File: config.mk
export PLATFORM = sky130hd
export DESIGN_NAME = bmp_stream_decoder_top
export DESIGN_NICKNAME = d
export VERILOG_FILES = /design/src/hdl/bmpd_pkg.sv /design/src/hdl/bmp_stream_decoder_top.sv /design/src/hdl/bmpd_parser.sv /design/src/hdl/bmpd_out_reg.sv
export SDC_FILE = /design/constraint.sdc
export NUM_CORES = 1
export LEC_CHECK = 0
export BUFFER_PORTS_ARGS = -buffer_cell sky130_fd_sc_hd__buf_2
export CORE_MARGIN = 5
export CORE_UTILIZATION = 60
export DETAILED_ROUTE_END_ITERATION = 12
export PLACE_DENSITY = 0.78
export SLEW_MARGIN = 20
export SYNTH_ARGS = -nofsm -noshare
export SYNTH_HDL_FRONTEND = slang
export SYNTH_SLANG_ARGS = --single-unit
File: constraint.sdc
create_clock -name aclk -period 11.6 [get_ports aclk]
set_input_delay 0.58 -clock aclk [delete_from_list [all_inputs] [get_ports aclk]]
set_output_delay 0.58 -clock aclk [all_outputs]
set_load 0.01 [all_outputs]
File: src/hdl/bmpd_pkg.sv
// Shared constants and result type for the BMP stream decoder.
`timescale 1ns / 1ps
`default_nettype none

package bmpd_pkg;

    localparam int BMPD_MAX_DIM = 4096;

    localparam logic [5:0]  HDR_LAST  = 6'd53;
    localparam logic [31:0] HDR_LEN   = 32'd54;
    localparam logic [15:0] DEPTH_24  = 16'd24;
    localparam logic [15:0] DEPTH_32  = 16'd32;
    localparam logic [7:0]  ALPHA_RST = 8'd255;

    localparam logic       KIND_PIXEL = 1'b0;
    localparam logic       KIND_ERROR = 1'b1;

    localparam logic [1:0] ERR_DEPTH  = 2'd0;
    localparam logic [1:0] ERR_OFFSET = 2'd1;
    localparam logic [1:0] ERR_SIZE   = 2'd2;

    localparam int TDATA_W = 64;

    typedef struct packed {
        logic        kind;
        logic [1:0]  error_code;
        logic [7:0]  red;
        logic [7:0]  green;
        logic [7:0]  blue;
        logic [7:0]  alpha;
        logic [11:0] column;
        logic [11:0] row_index;
        logic        last_pixel;
    } bmpd_result_t;

endpackage

`default_nettype wire

File: src/hdl/bmp_stream_decoder_top.sv
// Top level of the BMP stream decoder: byte stream in, RGBA pixel stream out.
//
// Input: one file byte per transfer on s_tdata[7:0]; s_tlast marks the last
// byte of a file, after which the next byte is taken as header byte 0.
// Output: one result per pixel (m_tuser = 0) or one per bad header
// (m_tuser = 1, error code in m_tdata[1:0]); m_tlast flags the last pixel.
// Configuration: cfg_valid/cfg_data write the alpha value, taken at once.
// A result is registered and appears on m_* in the cycle after the byte that completes it.
// Throughput: one byte per cycle while s_tready is high; every byte is handled by a single pass of
// the parser logic into its state and the result register.
// Header bytes (but the last one of a bad header) and offset/padding/fourth bytes give no result.
// Reset: aresetn low clears the parser to header byte 0, alpha to 255 and
// empties the result register.
// Stall: while m_tready is low and a result is held, s_tready drops; no
// result is dropped or repeated.
`timescale 1ns / 1ps
`default_nettype none

module bmp_stream_decoder_top #(
    parameter int MAX_DIM = bmpd_pkg::BMPD_MAX_DIM
) (
    input  wire logic                         aclk,
    input  wire logic                         aresetn,
    input  wire logic                         s_tvalid,
    output logic                              s_tready,
    input  wire logic [7:0]                   s_tdata,   // file_byte
    input  wire logic                         s_tlast,
    output logic                              m_tvalid,
    input  wire logic                         m_tready,
    // error_code[1:0], red[9:2], green[17:10], blue[25:18], alpha[33:26],
    // column[45:34], row_index[57:46], zero fill
    output logic [bmpd_pkg::TDATA_W-1:0]      m_tdata,
    output logic                              m_tuser,   // kind
    output logic                              m_tlast,
    input  wire logic                         cfg_valid,
    output logic                              cfg_ready,
    input  wire logic [7:0]                   cfg_data   // alpha_fill
);
    import bmpd_pkg::*;

    logic         step;
    logic         res_valid;
    bmpd_result_t res;
    bmpd_result_t out_res;

    assign cfg_ready = 1'b1;
    assign step      = s_tvalid && s_tready;

    bmpd_parser #(
        .MAX_DIM (MAX_DIM)
    ) u_parser (
        .aclk      (aclk),
        .aresetn   (aresetn),
        .step      (step),
        .file_byte (s_tdata),
        .file_end  (s_tlast),
        .cfg_write (cfg_valid && cfg_ready),
        .cfg_alpha (cfg_data),
        .res_valid (res_valid),
        .res       (res)
    );

    bmpd_out_reg u_out_reg (
        .aclk      (aclk),
        .aresetn   (aresetn),
        .in_valid  (step && res_valid),
        .in_res    (res),
        .in_ready  (s_tready),
        .out_valid (m_tvalid),
        .out_res   (out_res),
        .out_ready (m_tready)
    );

    assign m_tdata = {6'd0, out_res.row_index, out_res.column, out_res.alpha,
                      out_res.blue, out_res.green, out_res.red, out_res.error_code};
    assign m_tuser = out_res.kind;
    assign m_tlast = out_res.last_pixel;

    a_err_clean: assert property (@(posedge aclk) disable iff (!aresetn)
        m_tvalid && (m_tuser == KIND_ERROR) |-> (m_tdata[63:2] == 62'd0) && !m_tlast)
        else $error("error result carries pixel data");

    a_err_code: assert property (@(posedge aclk) disable iff (!aresetn)
        m_tvalid && (m_tuser == KIND_ERROR) |-> (m_tdata[1:0] != 2'd3))
        else $error("error code out of range");

    a_pix_code: assert property (@(posedge aclk) disable iff (!aresetn)
        m_tvalid && (m_tuser == KIND_PIXEL) |-> (m_tdata[1:0] == ERR_DEPTH))
        else $error("pixel result with nonzero error code");

    a_empty_ready: assert property (@(posedge aclk) disable iff (!aresetn)
        !m_tvalid |-> s_tready)
        else $error("input stalled with empty result register");

    a_reset_empty: assert property (@(posedge aclk)
        !aresetn |=> !m_tvalid)
        else $error("result valid after reset");

endmodule

`default_nettype wire

File: src/hdl/bmpd_parser.sv
// Header parser, offset skipper and pixel assembler, one byte per cycle while step is high.
`timescale 1ns / 1ps
`default_nettype none

module bmpd_parser #(
    parameter int MAX_DIM = bmpd_pkg::BMPD_MAX_DIM
) (
    input  wire logic                  aclk,
    input  wire logic                  aresetn,
    input  wire logic                  step,
    input  wire logic [7:0]            file_byte,
    input  wire logic                  file_end,
    input  wire logic                  cfg_write,
    input  wire logic [7:0]            cfg_alpha,
    output logic                       res_valid,
    output bmpd_pkg::bmpd_result_t     res
);
    import bmpd_pkg::*;

    localparam int CNT_W = (MAX_DIM < 2) ? 1 : $clog2(MAX_DIM + 1);
    localparam logic [16:0] MAX_DIM_V = 17'(MAX_DIM);

    localparam logic [1:0] PH_HEADER = 2'd0;
    localparam logic [1:0] PH_SKIP   = 2'd1;
    localparam logic [1:0] PH_PIXEL  = 2'd2;
    localparam logic [1:0] PH_IDLE   = 2'd3;

    logic [7:0]       alpha_reg;
    logic [31:0]      count_reg, count_next;
    logic [31:0]      offset_reg, offset_next;
    logic [15:0]      width_reg, width_next;
    logic             width_big_reg, width_big_next;
    logic [15:0]      height_reg, height_next;
    logic             height_big_reg, height_big_next;
    logic [15:0]      bits_reg, bits_next;
    logic [1:0]       phase_reg, phase_next;
    logic [1:0]       bip_reg, bip_next;
    logic [CNT_W-1:0] x_reg, x_next;
    logic [CNT_W-1:0] y_reg, y_next;
    logic [1:0]       pad_reg, pad_next;
    logic [7:0]       blue_reg, blue_next;
    logic [7:0]       green_reg, green_next;

    logic [5:0]   hdr_idx;
    logic [16:0]  x_inc, y_inc;
    logic         row_done, img_done;
    logic [15:0]  x_wide, y_wide;
    logic         size_bad;

    assign hdr_idx  = count_reg[5:0];
    assign x_inc    = 17'(x_reg) + 17'd1;
    assign y_inc    = 17'(y_reg) + 17'd1;
    assign row_done = (x_inc == {1'b0, width_reg});
    assign img_done = (y_inc == {1'b0, height_reg});
    assign x_wide   = 16'(x_reg);
    assign y_wide   = 16'(y_reg);
    assign size_bad = width_big_reg || height_big_reg ||
                      ({1'b0, width_reg} > MAX_DIM_V) || ({1'b0, height_reg} > MAX_DIM_V);

    always_comb begin
        count_next      = count_reg;
        offset_next     = offset_reg;
        width_next      = width_reg;
        width_big_next  = width_big_reg;
        height_next     = height_reg;
        height_big_next = height_big_reg;
        bits_next       = bits_reg;
        phase_next      = phase_reg;
        bip_next        = bip_reg;
        x_next          = x_reg;
        y_next          = y_reg;
        pad_next        = pad_reg;
        blue_next       = blue_reg;
        green_next      = green_reg;
        res_valid       = 1'b0;
        res             = '0;

        unique case (phase_reg)
            PH_HEADER: begin
                unique case (hdr_idx) inside
                    6'd10: offset_next[7:0]   = file_byte;
                    6'd11: offset_next[15:8]  = file_byte;
                    6'd12: offset_next[23:16] = file_byte;
                    6'd13: offset_next[31:24] = file_byte;
                    6'd18: width_next[7:0]    = file_byte;
                    6'd19: width_next[15:8]   = file_byte;
                    6'd20, 6'd21: width_big_next  = width_big_reg || (file_byte != 8'd0);
                    6'd22: height_next[7:0]   = file_byte;
                    6'd23: height_next[15:8]  = file_byte;
                    6'd24, 6'd25: height_big_next = height_big_reg || (file_byte != 8'd0);
                    6'd28: bits_next[7:0]     = file_byte;
                    6'd29: bits_next[15:8]    = file_byte;
                    default: ;
                endcase
                count_next = count_reg + 32'd1;
                if (hdr_idx == HDR_LAST) begin
                    x_next   = '0;
                    y_next   = '0;
                    pad_next = '0;
                    bip_next = '0;
                    res.kind = KIND_ERROR;
                    if (bits_reg != DEPTH_24 && bits_reg != DEPTH_32) begin
                        res_valid      = 1'b1;
                        res.error_code = ERR_DEPTH;
                        phase_next     = PH_IDLE;
                    end else if (offset_reg < HDR_LEN) begin
                        res_valid      = 1'b1;
                        res.error_code = ERR_OFFSET;
                        phase_next     = PH_IDLE;
                    end else if (size_bad) begin
                        res_valid      = 1'b1;
                        res.error_code = ERR_SIZE;
                        phase_next     = PH_IDLE;
                    end else if (width_reg == 16'd0 || height_reg == 16'd0) begin
                        phase_next = PH_IDLE;
                    end else if (offset_reg == HDR_LEN) begin
                        phase_next = PH_PIXEL;
                    end else begin
                        phase_next = PH_SKIP;
                    end
                end
            end
            PH_SKIP: begin
                if (count_reg != 32'hFFFF_FFFF) begin
                    count_next = count_reg + 32'd1;
                end
                if (count_next >= offset_reg) begin
                    phase_next = PH_PIXEL;
                end
            end
            PH_PIXEL: begin
                if (pad_reg != 2'd0) begin
                    pad_next = pad_reg - 2'd1;
                end else begin
                    logic advance;
                    advance = 1'b0;
                    case (bip_reg)
                        2'd0: begin
                            blue_next = file_byte;
                            bip_next  = 2'd1;
                        end
                        2'd1: begin
                            green_next = file_byte;
                            bip_next   = 2'd2;
                        end
                        2'd2: begin
                            res_valid      = 1'b1;
                            res.kind       = KIND_PIXEL;
                            res.red        = file_byte;
                            res.green      = green_reg;
                            res.blue       = blue_reg;
                            res.alpha      = alpha_reg;
                            res.column     = x_wide[11:0];
                            res.row_index  = y_wide[11:0];
                            res.last_pixel = row_done && img_done;
                            if (bits_reg == DEPTH_32) begin
                                bip_next = 2'd3;
                            end else begin
                                advance = 1'b1;
                            end
                        end
                        default: advance = 1'b1;
                    endcase
                    if (advance) begin
                        bip_next = 2'd0;
                        if (row_done) begin
                            x_next   = '0;
                            y_next   = y_inc[CNT_W-1:0];
                            pad_next = (bits_reg == DEPTH_24) ? width_reg[1:0] : 2'd0;
                            if (img_done) begin
                                phase_next = PH_IDLE;
                            end
                        end else begin
                            x_next = x_inc[CNT_W-1:0];
                        end
                    end
                end
            end
            default: ;
        endcase

        if (file_end) begin
            count_next      = '0;
            offset_next     = '0;
            width_next      = '0;
            width_big_next  = 1'b0;
            height_next     = '0;
            height_big_next = 1'b0;
            bits_next       = '0;
            phase_next      = PH_HEADER;
            bip_next        = '0;
            x_next          = '0;
            y_next          = '0;
            pad_next        = '0;
            blue_next       = '0;
            green_next      = '0;
        end
    end

    always_ff @(posedge aclk) begin
        if (!aresetn) begin
            alpha_reg      <= ALPHA_RST;
            count_reg      <= '0;
            offset_reg     <= '0;
            width_reg      <= '0;
            width_big_reg  <= 1'b0;
            height_reg     <= '0;
            height_big_reg <= 1'b0;
            bits_reg       <= '0;
            phase_reg      <= PH_HEADER;
            bip_reg        <= '0;
            x_reg          <= '0;
            y_reg          <= '0;
            pad_reg        <= '0;
            blue_reg       <= '0;
            green_reg      <= '0;
        end else begin
            if (cfg_write) begin
                alpha_reg <= cfg_alpha;
            end
            if (step) begin
                count_reg      <= count_next;
                offset_reg     <= offset_next;
                width_reg      <= width_next;
                width_big_reg  <= width_big_next;
                height_reg     <= height_next;
                height_big_reg <= height_big_next;
                bits_reg       <= bits_next;
                phase_reg      <= phase_next;
                bip_reg        <= bip_next;
                x_reg          <= x_next;
                y_reg          <= y_next;
                pad_reg        <= pad_next;
                blue_reg       <= blue_next;
                green_reg      <= green_next;
            end
        end
    end

endmodule

`default_nettype wire

File: src/hdl/bmpd_out_reg.sv
// Result register between the parser and the output stream.
`timescale 1ns / 1ps
`default_nettype none

module bmpd_out_reg (
    input  wire logic                   aclk,
    input  wire logic                   aresetn,
    input  wire logic                   in_valid,
    input  wire bmpd_pkg::bmpd_result_t in_res,
    output logic                        in_ready,
    output logic                        out_valid,
    output bmpd_pkg::bmpd_result_t      out_res,
    input  wire logic                   out_ready
);
    import bmpd_pkg::*;

    logic         valid_reg;
    bmpd_result_t res_reg;

    assign in_ready  = !valid_reg || out_ready;
    assign out_valid = valid_reg;
    assign out_res   = res_reg;

    always_ff @(posedge aclk) begin
        if (!aresetn) begin
            valid_reg <= 1'b0;
        end else if (in_ready) begin
            valid_reg <= in_valid;
        end
    end

    always_ff @(posedge aclk) begin
        if (in_ready && in_valid) begin
            res_reg <= in_res;
        end
    end

endmodule

`default_nettype wire

==> insert_results.sql, run 1 <==
INSERT INTO impl_metrics (metric_group, metric, value, unit) VALUES
('run_status', 'run_status', 'complete, no violations', ''),
('route', 'remaining_drc_errors', '0', ''),
('sta', 'rsz0062_at_grt', 'false', ''),
('sta', 'max_slew.worst_pin.slew', '1.09', 'ns'),
('route', 'final_antenna_violating_net_count', '0', ''),
('cts', 'cts_sinks', '231', ''),
('yosys', 'yosysUniqueCellTypes', '71', ''),
('cts', 'htree_num_levels', '1', ''),
('yosys', 'netlist_instances', '1488', ''),
('cells_and_area', 'largest_reg_flops', '60', ''),
('yosys', 'number_of_flip_flops_and_latches_in_the_synthesized_netlist', '231', ''),
('cts', 'cts.repair_timing.setup_buffer_count', '0', ''),
('route', 'routedWlPerCell', '17.2', 'microns'),
('placed_design', 'pre_cts_ws', '6.96', 'ns'),
('global_routing', 'globalRouteOverflowTotal', '0', ''),
('yosys', 'synth_commonest_cells', '203 x sky130_fd_sc_hd__nor2_1, 171 x sky130_fd_sc_hd__dfxtp_1, 124 x sky130_fd_sc_hd__nand2_1', ''),
('cts', 'clk_latency', '0.54', 'ns'),
('cts', 'clock-root-buffer', 'sky130_fd_sc_hd__clkbuf_16', ''),
('setup_path', 'list_of_cells_traversed_by_the_critical_path', 'ha_1 > nand3_1 > or4_1 > nor2_1 > nand2_1 > xnor2_1 > ha_1 > nor2b_1 > o21ai_0 > a21oi_1 > o21ai_0 > a31o_2 > a211oi_1 > nor4_2 > mux2i_1', ''),
('sta', 'maximum_clock_rate', '0.211', 'GHz'),
('yosys', 'synth_top_area_cell', 'sky130_fd_sc_hd__dfxtp_1', ''),
('sta', 'timing.final.crit_share', '40.8', '%'),
('floorplanning', 'chip_width', '153', 'microns'),
('sta', 'timing_max_transition_violations_final', '0', ''),
('global_routing', 'grtUsageTotal', '25.0', '%'),
('sta', 'tns', '0', 'ns'),
('setup_path', 'endpoint_required_time_on_the_critical_path', '12.02', 'ns'),
('route', 'vias', '10800', ''),
('placed_design', 'place.gp.congestion', '0.955', ''),
('min_path', 'worst_hold_path_type', 'in2reg', ''),
('power', 'vdd.ir_drop.worst', '127', 'uV'),
('route', 'detail_route.vias_per_cell', '6.03', ''),
('setup_path', 'worstSetupStartpointType', 'register', ''),
('cells_and_area', 'layout.nets', '1576', ''),
('sta', 'worst_slew_margin_rel', '26.7', '%'),
('yosys', 'mappedNetlistArea', '12200', 'sq um'),
('cts', 'postCtsHoldBufs', '0', ''),
('cts', 'tritoncts', 'built', ''),
('setup_path', 'critPathSlowestCell', 'sky130_fd_sc_hd__nand2_1', ''),
('yosys', 'synth_enable_flop_cells', '60', ''),
('yosys', 'yosys_warnings', '0', ''),
('route', 'totalWireLength', '30900', 'microns'),
('power', 'power.static_leakage', '5.14', 'nW'),
('yosys', 'synth_largest_type_area_fraction', '28.0', '%'),
('global_routing', 'wire_length_of_the_first_global_routing_pass', '49400', 'microns'),
('floorplanning', 'initial_utilization', '60.7', '%'),
('yosys', 'synth_most_common_cell', 'sky130_fd_sc_hd__nor2_1', ''),
('setup_path', 'cp_top_family', 'simple AND/OR/NAND/NOR gates', ''),
('floorplanning', 'num_rows', '52', ''),
('setup_path', 'worst-setup-path-type', 'reg2reg', ''),
('yosys', 'syn-mean-instance-area', '8.23', 'sq um'),
('setup_path', 'critPathCaptureType', 'register', ''),
('route', 'drt_iter0_drc', '851', ''),
('setup_path', 'crit_buf_inv', '0', ''),
('setup_path', 'critical_path.max_fanout', '34', ''),
('floorplanning', 'die_h', '153', 'microns'),
('sta', 'finClkSkew', '0.0113', 'ns'),
('global_routing', 'maximum_number_of_pins_on_one_net_before_global_route_repair', '99', ''),
('sta', 'hold_viol_final', '0', ''),
('placed_design', 'hpwlAfterDp', '20900', 'microns'),
('route', 'dr.pass1.iters', '5', ''),
('cells_and_area', 'n_antenna_cell', '0', ''),
('yosys', 'ys_top_cells_by_area', 'sky130_fd_sc_hd__dfxtp_1 28%, sky130_fd_sc_hd__edfxtp_1 15%, sky130_fd_sc_hd__nor2_1 6.2%, sky130_fd_sc_hd__a31oi_1 4.6%, sky130_fd_sc_hd__ha_1 4.5%', ''),
('setup_path', 'worst_ep_arrival_time', '5.15', 'ns'),
('global_routing', 'antenna_found_initial', '0', ''),
('run', 'maxCapViolCount', '0', ''),
('cts', 'cts.reportedPaths.clkPinSlew', '0.06', 'ns'),
('cells_and_area', 'layout_cells_sized_above_1', '11.1', '%'),
('setup_path', 'timing.critical_path.slowest_cell_delay', '0.64', 'ns'),
('placed_design', 'io_buffer_count', '83', ''),
('cells_and_area', 'area_delta_synth_final', '9.80', '%');
## logic make-up after synthesis
| group | synth area share, % |
|---|---|
| compound gates | 16.2 |
| xor+xnor | 4.15 |
| fa+ha+maj | 4.50 |
| buf+inv | 5.52 |
| flops | 42.7 |
| mux | 1.24 |
| other cells | 0.0614 |
| simple gates | 25.7 |
## worst register-to-register path, delay by kind of cell (launching register included)
kind                       cells  cell delay [ns]
DFF                            1             0.49
AOI/OAI and AO/OA              5             0.93
adders and majority gates      2             0.60
xor gates and xnor gates       1             0.39
and+or+nand+nor                6             2.04
muxes                          1             0.14
## metal layers
metal,GRT usage [%],vias up,share of wire [%]
met1,32.3,5159,41
met3,3.17,66,6.0
li1,-,5260,-
met2,43.5,359,50
met5,0,-,0
met4,8.57,0,2.9
## final cells by class
| cell class | count | area (sq um) |
|---|---|---|
| well taps | 270 | 338 |
| clock buffers | 37 | 712 |
| clock inverters | 9 | 57.6 |
| fillers | 1712 | 6730 |
| inverters | 69 | 260 |
| multi-input cells | 1092 | 6370 |
| repair buffers | 91 | 475 |
| flip-flops and latches | 231 | 5230 |
## cell usage in the layout, fill, tap and decap left out, types with 10 or more instances in the layout
cell                        count
sky130_fd_sc_hd__a31oi_1       90
sky130_fd_sc_hd__clkbuf_16     26
sky130_fd_sc_hd__nand3_1       57
sky130_fd_sc_hd__and3_1        10
sky130_fd_sc_hd__or2_2         28
sky130_fd_sc_hd__nand2b_1      15
sky130_fd_sc_hd__ha_1          44
sky130_fd_sc_hd__edfxtp_1      60
sky130_fd_sc_hd__a21oi_1       93
sky130_fd_sc_hd__xor2_1        15
sky130_fd_sc_hd__nand4_1       24
sky130_fd_sc_hd__inv_1         67
sky130_fd_sc_hd__buf_2         83
sky130_fd_sc_hd__o21ai_0       86
sky130_fd_sc_hd__nor2_1       203
sky130_fd_sc_hd__nor4_1        23
sky130_fd_sc_hd__nor3_1        29
sky130_fd_sc_hd__xnor2_1       43
sky130_fd_sc_hd__dfxtp_1      171
sky130_fd_sc_hd__nand2_1      123
sky130_fd_sc_hd__mux2i_1       14
sky130_fd_sc_hd__and2_1        69
## power breakdown
part	leakage, nW	total, mW	internal (mW)	switching, mW
combinational	2.74	0.0766	0.0200	0.0567
clock	0.375	0.751	0.427	0.324
sequential	2.03	0.828	0.825	0.00237
total	5.14	1.66	1.27	0.383
## stage by stage
stage	hold slack, ns	utilization (%)	instance area [sq um]	cells	power, mW
final	0.258	66.6	13400	1799	1.66
after global routing	0.259	66.6	13400	1799	1.71
after CTS	0.244	66.6	13400	1799	1.66
after detailed placement	0.453	62.8	12700	1753	0.920
after global placement	0.444	62.8	12700	1753	0.919
after floorplan	0.433	-	12300	1493	0.898
## final timing paths
| kind | slack (ns) | from | endpoint | depth (start not counted) |
|---|---|---|---|---|
| worst max-delay path | 6.87 | u_parser.count_reg[0] | u_parser.phase_reg[0] | 15 |
| worst min-delay path | 0.26 | cfg_data[2] | u_parser.alpha_reg[2] | 3 |
| worst max register to register | 6.87 | u_parser.count_reg[0] | u_parser.phase_reg[0] | 15 |
| worst min register to register | 0.47 | u_parser.bits_reg[6] | u_parser.bits_reg[6] | 2 |
(Power assumes the default switching activity.)
==> run 2, diff against run 1 <==
--- a/config.mk
+++ b/config.mk
@@ -7,9 +7,9 @@
 export LEC_CHECK = 0
 export BUFFER_PORTS_ARGS = -buffer_cell sky130_fd_sc_hd__buf_2
 export CORE_MARGIN = 5
-export CORE_UTILIZATION = 60
+export CORE_UTILIZATION = 55
 export DETAILED_ROUTE_END_ITERATION = 12
-export PLACE_DENSITY = 0.78
+export PLACE_DENSITY = 0.75
 export SLEW_MARGIN = 20
 export SYNTH_ARGS = -nofsm -noshare
 export SYNTH_HDL_FRONTEND = slang
==> constraint.sdc (replaced) <==
create_clock -name aclk -period 4.25 [get_ports aclk]
set_input_delay 0.2125 -clock aclk [delete_from_list [all_inputs] [get_ports aclk]]
set_output_delay 0.2125 -clock aclk [all_outputs]
set_load 0.01 [all_outputs]
==> run 2 against run 1 <==
Utilization shrank 3.9 points. Routed wire length rose by 4.3%. First-iteration DRC count up 7.1%. Global-route usage fell by 0.72 points. Highest routed layer unchanged.
==> insert_results.sql, run 2 (synthesis results as in run 1) <==
INSERT INTO impl_metrics (metric_group, metric, value, unit) VALUES
('cells_and_area', 'seqCellArea', '5230', 'sq um'),
('sta', 'timing_max_transition_violations_final', '0', ''),
('cts', 'clk_latency', '0.54', 'ns'),
('cells_and_area', 'layout.cells.non_filler', '1832', ''),
('run', 'maxCapViolCount', '0', ''),
('placed_design', 'place.gp.congestion', '0.947', ''),
('setup_path', 'timing.critical_path.slowest_cell_delay', '0.56', 'ns'),
('floorplanning', 'floorplan.die_area', '25300', 'sq um'),
('cells_and_area', 'largest_reg_flops', '60', ''),
('cells_and_area', 'layout.nets', '1599', ''),
('global_routing', 'grtUsageTotal', '24.3', '%'),
('floorplanning', 'core_area', '21900', 'sq um'),
('sta', 'max_slew.worst_pin.slew', '0.939', 'ns'),
('sta', 'finClkSkew', '0.0139', 'ns'),
('sta', 'hold_viol_final', '0', ''),
('setup_path', 'r2r_slack', '0.31', 'ns'),
('run_status', 'run_status', 'complete, no violations', ''),
('sta', 'finalSetupViolations', '0', ''),
('setup_path', 'reg_to_reg_critical_path_endpoint', 'u_parser.phase_reg[0]', ''),
('setup_path', 'endpoint_required_time_on_the_critical_path', '4.66', 'ns'),
('setup_path', 'critPathCaptureType', 'register', ''),
('sta', 'maximum_clock_rate', '0.254', 'GHz'),
('global_routing', 'maximum_number_of_pins_on_one_net_before_global_route_repair', '87', ''),
('setup_path', 'ff2ff_path_depth', '15', ''),
('cells_and_area', 'layout.cell_area.non_filler', '13700', 'sq um'),
('cells_and_area', 'area_delta_synth_final', '12.2', '%'),
('setup_path', 'cp_top_family', 'simple AND/OR/NAND/NOR gates', ''),
('route', 'routedWlPerCell', '17.6', 'microns'),
('cells_and_area', 'total_area_of_multi_input_combinational_cells', '6390', 'sq um'),
('placed_design', 'io_buffer_count', '83', ''),
('min_path', 'min_delay_worst_endpoint', 'u_out_reg.out_res[56]', ''),
('route', 'detail_route.vias_per_cell', '6.04', ''),
('route', 'totalWireLength', '32200', 'microns'),
('cells_and_area', 'layout_cells_sized_above_1', '12.4', '%'),
('min_path', 'timing.hold.worst.start', 's_tdata[7]', ''),
('floorplanning', 'initial_utilization', '55.9', '%'),
('setup_path', 'worstSetupStartpointType', 'register', ''),
('floorplanning', 'num_rows', '54', ''),
('route', 'dr.pass1.iters', '6', ''),
('power', 'power.static_leakage', '5.30', 'nW'),
('cells_and_area', 'layout.cells.most_common_list', '203 x sky130_fd_sc_hd__nor2_1, 171 x sky130_fd_sc_hd__dfxtp_1, 123 x sky130_fd_sc_hd__nand2_1', ''),
('placed_design', 'hpwlAfterDp', '22100', 'microns'),
('route', 'vias', '11100', ''),
('cts', 'cts.reportedPaths.clkPinSlew', '0.06', 'ns'),
('min_path', 'worst_hold_path_type', 'in2reg', ''),
('setup_path', 'worstReg2RegStart', 'u_parser.count_reg[1]', ''),
('power', 'vdd.ir_drop.worst', '245', 'uV'),
('sta', 'timing.final.crit_share', '92.8', '%'),
('cts', 'tritoncts.num_buffers', '25', ''),
('setup_path', 'critPathSlowestCell', 'sky130_fd_sc_hd__or4_1', ''),
('power', 'pwr_density_cell', '340', 'nW/um^2'),
('cts', 'cts_max_path_buffers', '3', ''),
('sta', 'tns', '0', 'ns'),
('cts', 'clock-root-buffer', 'sky130_fd_sc_hd__clkbuf_16', ''),
('route', 'final_antenna_violating_net_count', '0', ''),
('sta', 'period_minus_slack', '3.94', 'ns'),
('setup_path', 'worst-setup-path-type', 'reg2reg', ''),
('global_routing', 'wire_length_of_the_first_global_routing_pass', '52500', 'microns'),
('sta', 'worst_slew_margin_rel', '37.4', '%'),
('cts', 'cts_sinks', '231', ''),
('min_path', 'hold_depth', '2', ''),
('cells_and_area', 'mostFrequentLayoutCell', 'sky130_fd_sc_hd__nor2_1', ''),
('global_routing', 'globalRouteOverflowTotal', '0', ''),
('setup_path', 'critical_path.max_fanout', '27', ''),
('floorplanning', 'chip_width', '159', 'microns'),
('floorplanning', 'floorplan.io_pins', '91', ''),
('route', 'remaining_drc_errors', '0', ''),
('cts', 'tritoncts', 'built', ''),
('setup_path', 'list_of_cells_traversed_by_the_critical_path', 'ha_1 > nand3_1 > or4_1 > nor2_1 > nand2_1 > buf_4 > nand2_1 > ha_1 > and4_1 > a211oi_1 > nand2_1 > a31o_2 > a211oi_2 > nor4_2 > mux2i_1', ''),
('global_routing', 'number_of_global_route_vias_before_repair', '10400', ''),
('route', 'drt_iter0_drc', '911', ''),
('cells_and_area', 'n_antenna_cell', '0', ''),
('cells_and_area', 'fillers', '1896', ''),
('setup_path', 'crit_buf_inv', '1', ''),
('cts', 'htree_num_levels', '1', ''),
('global_routing', 'antenna_found_initial', '0', ''),
('placed_design', 'place_area', '12800', 'sq um'),
('sta', 'rsz0062_at_grt', 'false', ''),
('floorplanning', 'die_h', '159', 'microns'),
('placed_design', 'placed_insts', '1778', ''),
('setup_path', 'worst_ep_arrival_time', '4.35', 'ns'),
('setup_path', 'cp_dominant_cell_by_count', 'sky130_fd_sc_hd__nand2_1', '');
[run 2: cell count changes in the layout (fill, tap and decap cells not counted), moves of 2 or more]
cell / before / now
sky130_fd_sc_hd__buf_4: 8 / 22
sky130_fd_sc_hd__bufinv_16: 0 / 2
sky130_fd_sc_hd__clkbuf_1: 9 / 2
sky130_fd_sc_hd__clkbuf_8: 2 / 4
sky130_fd_sc_hd__clkinvlp_4: 0 / 2
sky130_fd_sc_hd__dlygate4sd3_1: 0 / 8
[run 2: report_power, final]
part	leakage [nW]	total (mW)	internal, mW	switching (mW)
combinational	2.86	0.227	0.0635	0.163
sequential	2.03	2.26	2.25	0.00530
clock	0.403	2.18	1.28	0.907
[run 2: stage by stage]
step / hold slack, ns / worst slack, ns / power [mW] / utilization (%)
2_1_floorplan: 0.341 / 0.503 / 2.45 / -
3_3_place_gp: 0.426 / 0.423 / 2.52 / 58.5
3_5_place_dp: 0.441 / 0.240 / 2.52 / 58.5
4_1_cts: 0.00616 / 0.197 / 4.68 / 62.7
5_1_grt: 0.0178 / 0.00474 / 4.81 / 62.7
6_report: 0.0256 / 0.306 / 4.67 / 62.7
[run 2: repair_timing]
| item | CTS | global route |
|---|---|---|
| setup buffers | 0 | 0 |
| endpoints found under the hold margin | 8 | 0 |
| endpoints found under the setup margin | 0 | 2 |
| hold buffers | 8 | 0 |
| resized for setup | 0 | 3 |
[run 2: per-layer routing]
layer,GRT usage (%),routed length [microns]
met3,4.01,2340
met2,40.1,15300
met4,9.03,948
met5,0,0
met1,32.2,13600
[run 2: final cells by class]
class	instances	share of cell area (%)
clock inverters	15	1.03
repair buffers	114	4.96
inverters	69	1.90
multi-input cells	1092	46.5
well taps	280	2.55
clock buffers	31	5.01
flip-flops and latches	231	38.1
[run 2: how the worst max path moves through the flow]
stage,startpoint,endpoint,slack (ns),depth (start not counted)
4_1_cts,u_parser.count_reg[1],u_parser.phase_reg[1],0.20,15
2_1_floorplan,u_parser.count_reg[0],u_parser.phase_reg[0],0.50,16
5_1_grt,u_parser.count_reg[1],u_parser.phase_reg[1],0.005,16
3_3_place_gp,u_parser.count_reg[1],u_parser.phase_reg[1],0.42,16
6_report,u_parser.count_reg[1],u_parser.phase_reg[0],0.31,15
3_5_place_dp,u_parser.count_reg[1],u_parser.phase_reg[1],0.24,15
[run 2: worst register-to-register path, cell delays in order (launching register included)]
cell and delay, ns:
sky130_fd_sc_hd__dfxtp_1 0.44, sky130_fd_sc_hd__ha_1 0.22, sky130_fd_sc_hd__nand3_1 0.14, sky130_fd_sc_hd__or4_1 0.56
sky130_fd_sc_hd__nor2_1 0.26, sky130_fd_sc_hd__nand2_1 0.23, sky130_fd_sc_hd__buf_4 0.28, sky130_fd_sc_hd__nand2_1 0.11
sky130_fd_sc_hd__ha_1 0.24, sky130_fd_sc_hd__and4_1 0.22, sky130_fd_sc_hd__a211oi_1 0.25, sky130_fd_sc_hd__nand2_1 0.08
sky130_fd_sc_hd__a31o_2 0.22, sky130_fd_sc_hd__a211oi_2 0.31, sky130_fd_sc_hd__nor4_2 0.12, sky130_fd_sc_hd__mux2i_1 0.13
